[config.mk]
export PLATFORM = sky130hd
export DESIGN_NAME = dcmf_hwin
export DESIGN_NICKNAME = d
export VERILOG_FILES = /design/src/hw/rtl/dcmf_pkg.sv /design/src/hw/rtl/dcmf_hwin.sv
export SDC_FILE = /design/constraint.sdc
export NUM_CORES = 1
export LEC_CHECK = 0
export BUFFER_PORTS_ARGS = -buffer_cell sky130_fd_sc_hd__buf_4
export CAP_MARGIN = 10
export CELL_PAD_IN_SITES_DETAIL_PLACEMENT = 2
export CELL_PAD_IN_SITES_GLOBAL_PLACEMENT = 2
export CORE_ASPECT_RATIO = 0.7
export CORE_MARGIN = 2
export CORE_UTILIZATION = 23
export CTS_BUF_LIST = sky130_fd_sc_hd__clkbuf_4 sky130_fd_sc_hd__clkbuf_8 sky130_fd_sc_hd__clkbuf_16
export CTS_CLUSTER_SIZE = 14
export DETAILED_ROUTE_END_ITERATION = 12
export PLACE_DENSITY = 0.52
export SLEW_MARGIN = 20
export SYNTH_ARGS = -nofsm -noshare
export SYNTH_HDL_FRONTEND = slang
export SYNTH_SLANG_ARGS = --single-unit
[constraint.sdc]
create_clock -name clk -period 16.7 [get_ports clk]
set_input_delay 0 -clock clk [delete_from_list [all_inputs] [get_ports clk]]
set_output_delay 0 -clock clk [all_outputs]
set_load 0.05 [all_outputs]
[src/hw/rtl/dcmf_pkg.sv]
package dcmf_pkg;

  // Field and register widths
  localparam int PIX_W   = 8;
  localparam int DIM_W   = 12;
  localparam int RAD_W   = 4;
  localparam int OUT_W   = 11;
  localparam int ROW_W   = 13;
  localparam int LIM_W   = 6;
  localparam int APB_AW  = 4;
  localparam int APB_DW  = 32;

  // Register reset values
  localparam logic [DIM_W-1:0] WIDTH_RST  = 12'd640;
  localparam logic [DIM_W-1:0] HEIGHT_RST = 12'd480;
  localparam logic [RAD_W-1:0] RADIUS_RST = 4'd7;

  // Register indexes (paddr[3:2])
  localparam logic [1:0] REG_WIDTH  = 2'd0;
  localparam logic [1:0] REG_HEIGHT = 2'd1;
  localparam logic [1:0] REG_RADIUS = 2'd2;

  localparam logic [PIX_W-1:0] PIX_MAX = 8'hFF;

  // Per-token tags that ride along the pipeline
  typedef struct packed {
    logic             emit;
    logic             last;
    logic             done;
    logic [LIM_W-1:0] hlim;
    logic [OUT_W-1:0] orow;
    logic [OUT_W-1:0] ocol;
  } meta_t;

  // One queued result
  typedef struct packed {
    logic [PIX_W-1:0] dark;
    logic [OUT_W-1:0] orow;
    logic [OUT_W-1:0] ocol;
    logic             last;
    logic             done;
  } res_t;

  function automatic logic [PIX_W-1:0] min8(input logic [PIX_W-1:0] a,
                                            input logic [PIX_W-1:0] b);
    return (a < b) ? a : b;
  endfunction

endpackage

[src/hw/rtl/dcmf_hwin.sv]
module dcmf_hwin #(
  parameter int NH = 31
) (
  input  logic                       clk,
  input  logic                       rst_n,
  input  logic                       adv,
  input  logic                       in_valid,
  input  logic [dcmf_pkg::PIX_W-1:0] in_data,
  input  dcmf_pkg::meta_t            in_meta,
  output logic                       out_valid,
  output logic [dcmf_pkg::PIX_W-1:0] out_dark,
  output dcmf_pkg::meta_t            out_meta
);
  import dcmf_pkg::*;

  localparam int NG = (NH + 7) / 8;

  logic [PIX_W-1:0] win_r [NH];
  logic             v1_r, v2_r;
  meta_t            meta1_r, meta2_r;
  logic [PIX_W-1:0] grp_nxt [NG];
  logic [PIX_W-1:0] grp_r   [NG];

  always_ff @(posedge clk) begin
    if (!rst_n) begin
      v1_r <= 1'b0;
      v2_r <= 1'b0;
    end else if (adv) begin
      v1_r <= in_valid;
      v2_r <= v1_r;
    end
  end

  // column minima shift in, newest at age zero
  always_ff @(posedge clk) begin
    if (adv && in_valid) begin
      win_r[0] <= in_data;
      for (int i = 1; i < NH; i++) win_r[i] <= win_r[i-1];
      meta1_r <= in_meta;
    end
  end

  // group minima over ages allowed by the left border
  always_comb begin
    for (int g = 0; g < NG; g++) begin
      grp_nxt[g] = PIX_MAX;
      for (int j = 0; j < 8; j++) begin
        if ((g * 8 + j < NH) && (g * 8 + j <= 32'(meta1_r.hlim))) begin
          grp_nxt[g] = min8(grp_nxt[g], win_r[(g * 8 + j) % NH]);
        end
      end
    end
  end

  always_ff @(posedge clk) begin
    if (adv) begin
      grp_r   <= grp_nxt;
      meta2_r <= meta1_r;
    end
  end

  // final reduction across groups
  always_comb begin
    out_dark = PIX_MAX;
    for (int g = 0; g < NG; g++) out_dark = min8(out_dark, grp_r[g]);
  end

  assign out_valid = v2_r && meta2_r.emit;
  assign out_meta  = meta2_r;

endmodule
==> results of run 1 <==
## layer usage
metal / share of wire (%) / GRT usage [%]
met2: 41 / 21.01
met3: 2.9 / 2.130
met1: 54 / 22.09
met5: 0 / 0
met4: 2.2 / 3.821
## flip-flops by register name (all words and copies together) (netlist names)
signal and count:
win_r 248, grp_r 32, meta1_r 31, out_meta 31, v1_r 1, v2_r 1
## through the flow
stage | utilization, % | instance area, um^2 | TNS (ns) | power, uW | hold WS [ns]
after floorplan | - | 20650 | 0 | 2649 | 0.09887
after global placement | 25.64 | 22680 | 0 | 3287 | 0.1778
after detailed placement | 25.64 | 22690 | 0 | 3358 | 0.1796
after CTS | 27.49 | 24320 | 0 | 4274 | 0.07873
after global routing | 27.55 | 24380 | -0.2888 | 4510 | 0.1059
final | 27.55 | 24380 | 0 | 4222 | 0.1009
## cell type report
cell class / count / area (um^2) / share of cell area (%)
Sequential cell: 344 / 10310 / 42.29
Multi-Input combinational cell: 1143 / 9289 / 38.11
Tap cell: 1162 / 1454 / 5.964
Timing Repair Buffer: 141 / 1159 / 4.753
Clock buffer: 47 / 1054 / 4.322
Inverter: 249 / 934.6 / 3.834
Clock inverter: 24 / 177.7 / 0.7288
## path summary, 6_finish.rpt
check,startpoint,to,slack (ns),depth (start not counted)
setup / recovery,meta1_r[27],grp_r[14],1.18,54
hold / removal,in_valid,meta1_r[20],0.10,2
setup reg to reg,meta1_r[27],grp_r[14],1.18,54
hold reg to reg,meta1_r[19],out_meta[19],0.42,0
## worst register-to-register path: cells and delay by family (launching register included)
family / cells / cell delay, ns
AND/OR/NAND/NOR: 14 / 3.29
AO/OA/AOI/OAI: 31 / 8.88
multiplexers: 2 / 0.71
flip-flops: 1 / 0.38
adder cells (fa/ha/maj): 7 / 1.98
## power groups by stage
stage               clock network, uW  logic, uW  registers, uW
floorplan                           0       1530           1120
global placement                    0       2150           1130
detailed placement                  0       2220           1140
CTS                               904       2250           1120
global route                      925       2460           1130
finish                            863       2240           1120
## cells by family after synthesis
family / share of synthesized area [%]
flip-flops: 49.92
AND/OR/NAND/NOR: 8.700
AO/OA/AOI/OAI: 17.05
buffers and inverters: 5.428
adder cells (fa/ha/maj): 12.72
multiplexers: 6.174
## synth_stat cells (5+ instances only)
master,number
a211o_1,7
a211oi_1,31
a21o_1,54
a21oi_1,71
a221oi_1,17
a2bb2oi_1,8
a311oi_1,14
a31oi_1,24
and2_1,17
and4_1,5
buf_2,14
clkbuf_1,13
edfxtp_1,342
ha_1,210
inv_1,248
mux2_1,8
mux2_2,87
mux2_4,7
mux2i_1,10
nand2_1,70
nand2b_1,20
nand3_1,54
nand4_1,20
nor2_1,55
nor2b_1,12
nor3_1,19
o211a_1,10
o211ai_1,20
o21a_1,40
o21ai_0,85
o21ai_1,8
o21bai_1,5
o221ai_1,9
o31ai_1,9
or2_2,32
or3_1,7
## repair_timing
action / CTS / global route
endpoints found under the setup margin: 0 / 8
resized for setup: 0 / 9
hold endpoints to repair: 41 / 0
hold buffers: 40 / 0
==> qor.yml, run 1 <==
p_switching_uw: 1824
detail_route.wl_per_cell_um: 21.57
cts_setup_buffers: 0
ys_seq_area_share_pct: 49.92
path_common_cell: "a21o_1"
synth_area_leaders: "edfxtp_1 50%, ha_1 13%, mux2_2 4.7%"
power_density_nw_per_um2: 173.2
crit_fanout: 14
layoutNonFillerInstCount: 3110
cap_violations: 0
synth_top_cell_area_share_pct: 49.73
leakage_uw: 0.009889
finalWirelength_um: 67100
p_sw_share_pct: 43.20
worstSkewPairLatency_ns: 0.58
drt-vias-per-instance: 4.751
grt_pass1_vias: 15960
end_kind: "flop"
status: "finished clean"
die_h_um: 254.7
ys.flop_type: "edfxtp_1"
cts_buffer_depth: 3
crit_arrival_ns: 15.84
clk_pin_slew_ns: 0.06
finalSetupViolations: 0
yosys.area.top_type: "edfxtp_1"
postRouteAntennaNets: 0
hold_viol_final: 0
initial_core_util_pct: 23.34
hold_path_class: "input pin to flop"
yosys_warnings: 0
syn_nets: 2024
path_buf_inv: 0
cp_data_required_time_ns: 17.02
root_buffer: "clkbuf_16"
skew_ns: 0.02743
num_io_pins: 83
fin_ws_ns: 1.180
drc_errors: 0
ys_ff_latch: 344
h-tree-depth: 2
crit_path_start_kind: "flop"
core_area_um2: 88470
ir_drop_v: 0.0001277
grt_max_degree: 74
clkSinkCount: 344
finalCritPeriodShare_pct: 92.93
dp_cells: 2999
syn_inst: 1771
io_buffers: 82
antenna_found_initial: 0
fillers: 9477
gr-total-overflow: 0
fin_nets: 2172
cts_buffers: 40
yosysUniqueCellTypes: 96
drt_iter0_drc: 795
die_w_um: 362.2
grt_pass1_wl_um: 102000
drive_gt1_share_pct: 17.30
grt_util_all_layers_pct: 14.47
drv_slew: 0
mostFrequentLayoutCells: "342 x edfxtp_1, 248 x inv_1, 210 x ha_1"
seqPwrFrac_pct: 26.5
cts_tree: "yes"
synth_area_um2: 20650
worst_pin_slew_ns: 1.037
syn_avg_cell_area_um2: 11.66
rows: 91
finalCriticalPeriod_ns: 15.52
drt_first_pass_iters: 4
area_delta_synth_final_pct: 18.04
synth-edff-count: 342
diodes: 0
max_stage_delay_ns: 0.76
async_flop_share_pct: 0
num_vias: 14780
intPower_uw: 2398
die-area_um2: 92240
mostFrequentLayoutCell: "edfxtp_1"
dp_hpwl_um: 51770
fmax_mhz: 64.43
power_frac_clock_pct: 20.4
relSlewSlack_pct: 30.84
dp_slack_ns: 0.8066
crit_type: "flop to flop"
cpLargestDelayFamily: "compound AO/OA/AOI/OAI gates"
gp_congestion: 0.7974
pwr-share-comb_pct: 53.1
cpMaxStageDelayCell: "a22oi_1"
No activity file was read; power rests on OpenSTA's default activity.
==> inputs of run 2 (changes only) <==
- CORE_UTILIZATION: 23 -> 43
- PLACE_DENSITY: 0.52 -> 0.84
- clock period: 16.7 -> 14.7 ns (I/O delays scaled with it)
==> qor.yml, run 2 (synthesis gave the netlist of run 1 again) <==
ir_drop_v: 0.0001575  # +23%
cts_tree: "yes"
reg2reg_to: "grp_r[25]"
violations: "negative setup slack"
power_density_nw_per_um2: 225.3  # +30%
top_register: "win_r"
crit_arrival_ns: 15.27  # -0.57 ns
reg.largest.list: "win_r x248, grp_r x32"
antenna_found_initial: 3  # +3
p_sw_share_pct: 45.33  # +2.1 points
worstHoldEndpoint: "out_meta[8]"
power_frac_clock_pct: 19.3  # -1.1 points
die_w_um: 265.9  # -27%
root_buffer: "clkbuf_16"
postRouteAntennaNets: 0  # unchanged
gr-total-overflow: 0  # unchanged
ff2ff_setup_slack_ns: -0.20  # -1.38 ns
hold_viol_final: 0  # unchanged
end_kind: "flop"
crit_fanout: 22  # +8
hold_path_class: "input pin to flop"
crit_type: "flop to flop"
r2r-start: "meta1_r[25]"
cp_data_required_time_ns: 15.07  # -1.95 ns
cap_violations: 0  # unchanged
intPower_uw: 3052  # +27%
drt_first_pass_iters: 8  # +4
drive_gt1_share_pct: 23.69  # +6.4 points
fin_nets: 2258  # +4.0%
finalCriticalPeriod_ns: 14.90  # -0.6210 ns
grt_util_all_layers_pct: 33.78  # +19 points
rows: 67  # -26%
detail_route.wl_per_cell_um: 33.83  # +57%
num_vias: 17360  # +17%
drc_errors: 0  # unchanged
initial_core_util_pct: 43.37  # +20 points
finalSetupViolations: 8  # +8
clk_pin_slew_ns: 0.09  # +0.03 ns
worstHoldStart: "adv"
area_delta_synth_final_pct: 19.98
num_io_pins: 83  # unchanged
fmax_mhz: 67.12  # +4.2%
largest_reg_flops: 248  # unchanged
path_buf_inv: 11  # +11
cts_buffer_depth: 3  # unchanged
seqPwrFrac_pct: 23.2  # -3.3 points
max_stage_delay_ns: 0.69  # -0.07 ns
cpLargestDelayFamily: "compound AO/OA/AOI/OAI gates"
cts_buffers: 38  # -5.0%
grt_max_degree: 159  # +110%
worst_pin_slew_ns: 1.118  # +0.08010 ns
io_buffers: 82  # unchanged
status: "complete, but fails checks"
drt_iter0_drc: 1905  # +140%
crit_path_start_kind: "flop"
die-area_um2: 49830  # -46%
h-tree-depth: 2  # unchanged
grt_pass1_wl_um: 126000  # +24%
worstHoldPathCells: 1  # -1
utilization_pct: 52.04  # +24 points
finalWirelength_um: 89700  # +34%
mostFrequentLayoutCell: "edfxtp_1"
core_area_um2: 47620  # -46%
drv_slew: 0  # unchanged
mostFrequentLayoutCells: "342 x edfxtp_1, 248 x inv_1, 209 x ha_1"
dp_hpwl_um: 54880  # +6.0%
dp_cells: 2524  # -16%
fin_ws_ns: -0.1988  # -1.379 ns
worstSkewPairLatency_ns: 0.58  # about the same
finalCritPeriodShare_pct: 101.4  # +8.4 points
pwr-share-comb_pct: 57.6  # +4.5 points
layoutNonFillerInstCount: 2652  # -15%
drt-vias-per-instance: 6.545  # +38%
gp_congestion: 0.9035  # +13%
reg2regPathDepth: 59  # +9.3%
grt_pass1_vias: 18590  # +16%
path_common_cell: "buf_4"
leakage_uw: 0.01039  # +5.1%
skew_ns: 0.04515  # +0.01772 ns
p_switching_uw: 2531  # +39%
relSlewSlack_pct: 25.50  # -5.3 points
die_h_um: 187.4  # -26%
clkSinkCount: 344  # unchanged
cpMaxStageDelayCell: "nor3_1"
==> run 2: cell types whose count changed in the layout (fill, tap and decap cells not counted), sizes merged <==
| cell | change |
|---|---|
| buf | +88 |
| bufinv | +4 |
| clkinv | -9 |
| clkinvlp | -1 |
| diode | +1 |
==> run 2: layout make-up <==
| cell class | instances | area [um^2] |
|---|---|---|
| fill | 4640 | 22840 |
| inverter | 249 | 934.6 |
| clock buffer | 47 | 1036 |
| timing repair buffer | 229 | 1873 |
| antenna | 1 | 2.502 |
| multi-input combinational | 1143 | 9599 |
| sequential | 344 | 10310 |
| tap | 621 | 777.0 |
| clock inverter | 18 | 246.5 |
==> run 2: stage by stage <==
stage	worst slack, ns	setup TNS (ns)	power, uW	area, um^2	hold slack, ns
final	-0.1988	-1.269	5583	24780	0.1662
after CTS	0.01951	0	5202	24340	0.1500
after global placement	0.7093	0	3761	22550	0.1784
after global routing	-0.3383	-6.305	5732	24780	0.1740
after floorplan	1.509	0	3009	20650	0.09887
after detailed placement	-0.3935	-4.244	4036	22550	0.1794
==> run 2: per-layer routing <==
layer	up-vias	global-route usage (%)	share of wire, %	wire (um)
met3	315	5.029	6.6	5909
li1	7166	-	-	-
met5	-	0	0.014	13
met4	2	13.85	5.4	4866
met1	8957	43.05	39	35420
met2	917	57.55	48	43500
==> run 2: what timing repair did <==
item / 4_1_cts / 5_1_grt
endpoints found under the hold margin: 41 / 0
hold buffers: 40 / 0
endpoints found under the setup margin: 16 / 32
pin swaps: 2 / 14
resized for setup: 20 / 82
setup buffers: 4 / 18
==> run 2: how the worst max path moves through the flow <==
stage                      endpoint  slack, ns  depth (start not counted)          from
after floorplan           grp_r[10]       1.51                         60   meta1_r[27]
after detailed placement  grp_r[11]      -0.39                         56   meta1_r[27]
final                     grp_r[25]      -0.20                         59   meta1_r[25]
after CTS                 grp_r[25]       0.02                         64  win_r[0][12]
after global placement    grp_r[14]       0.71                         56   meta1_r[27]
after global routing      grp_r[29]      -0.34                         63   meta1_r[25]
==> run 2: power groups by stage <==
stage               combinational, uW  clock, uW  sequential, uW
finish                           3210       1080            1290
global route                     3330       1110            1290
CTS                              2880       1050            1270
detailed placement               2750          0            1290
global placement                 2480          0            1280
floorplan                        1730          0            1280
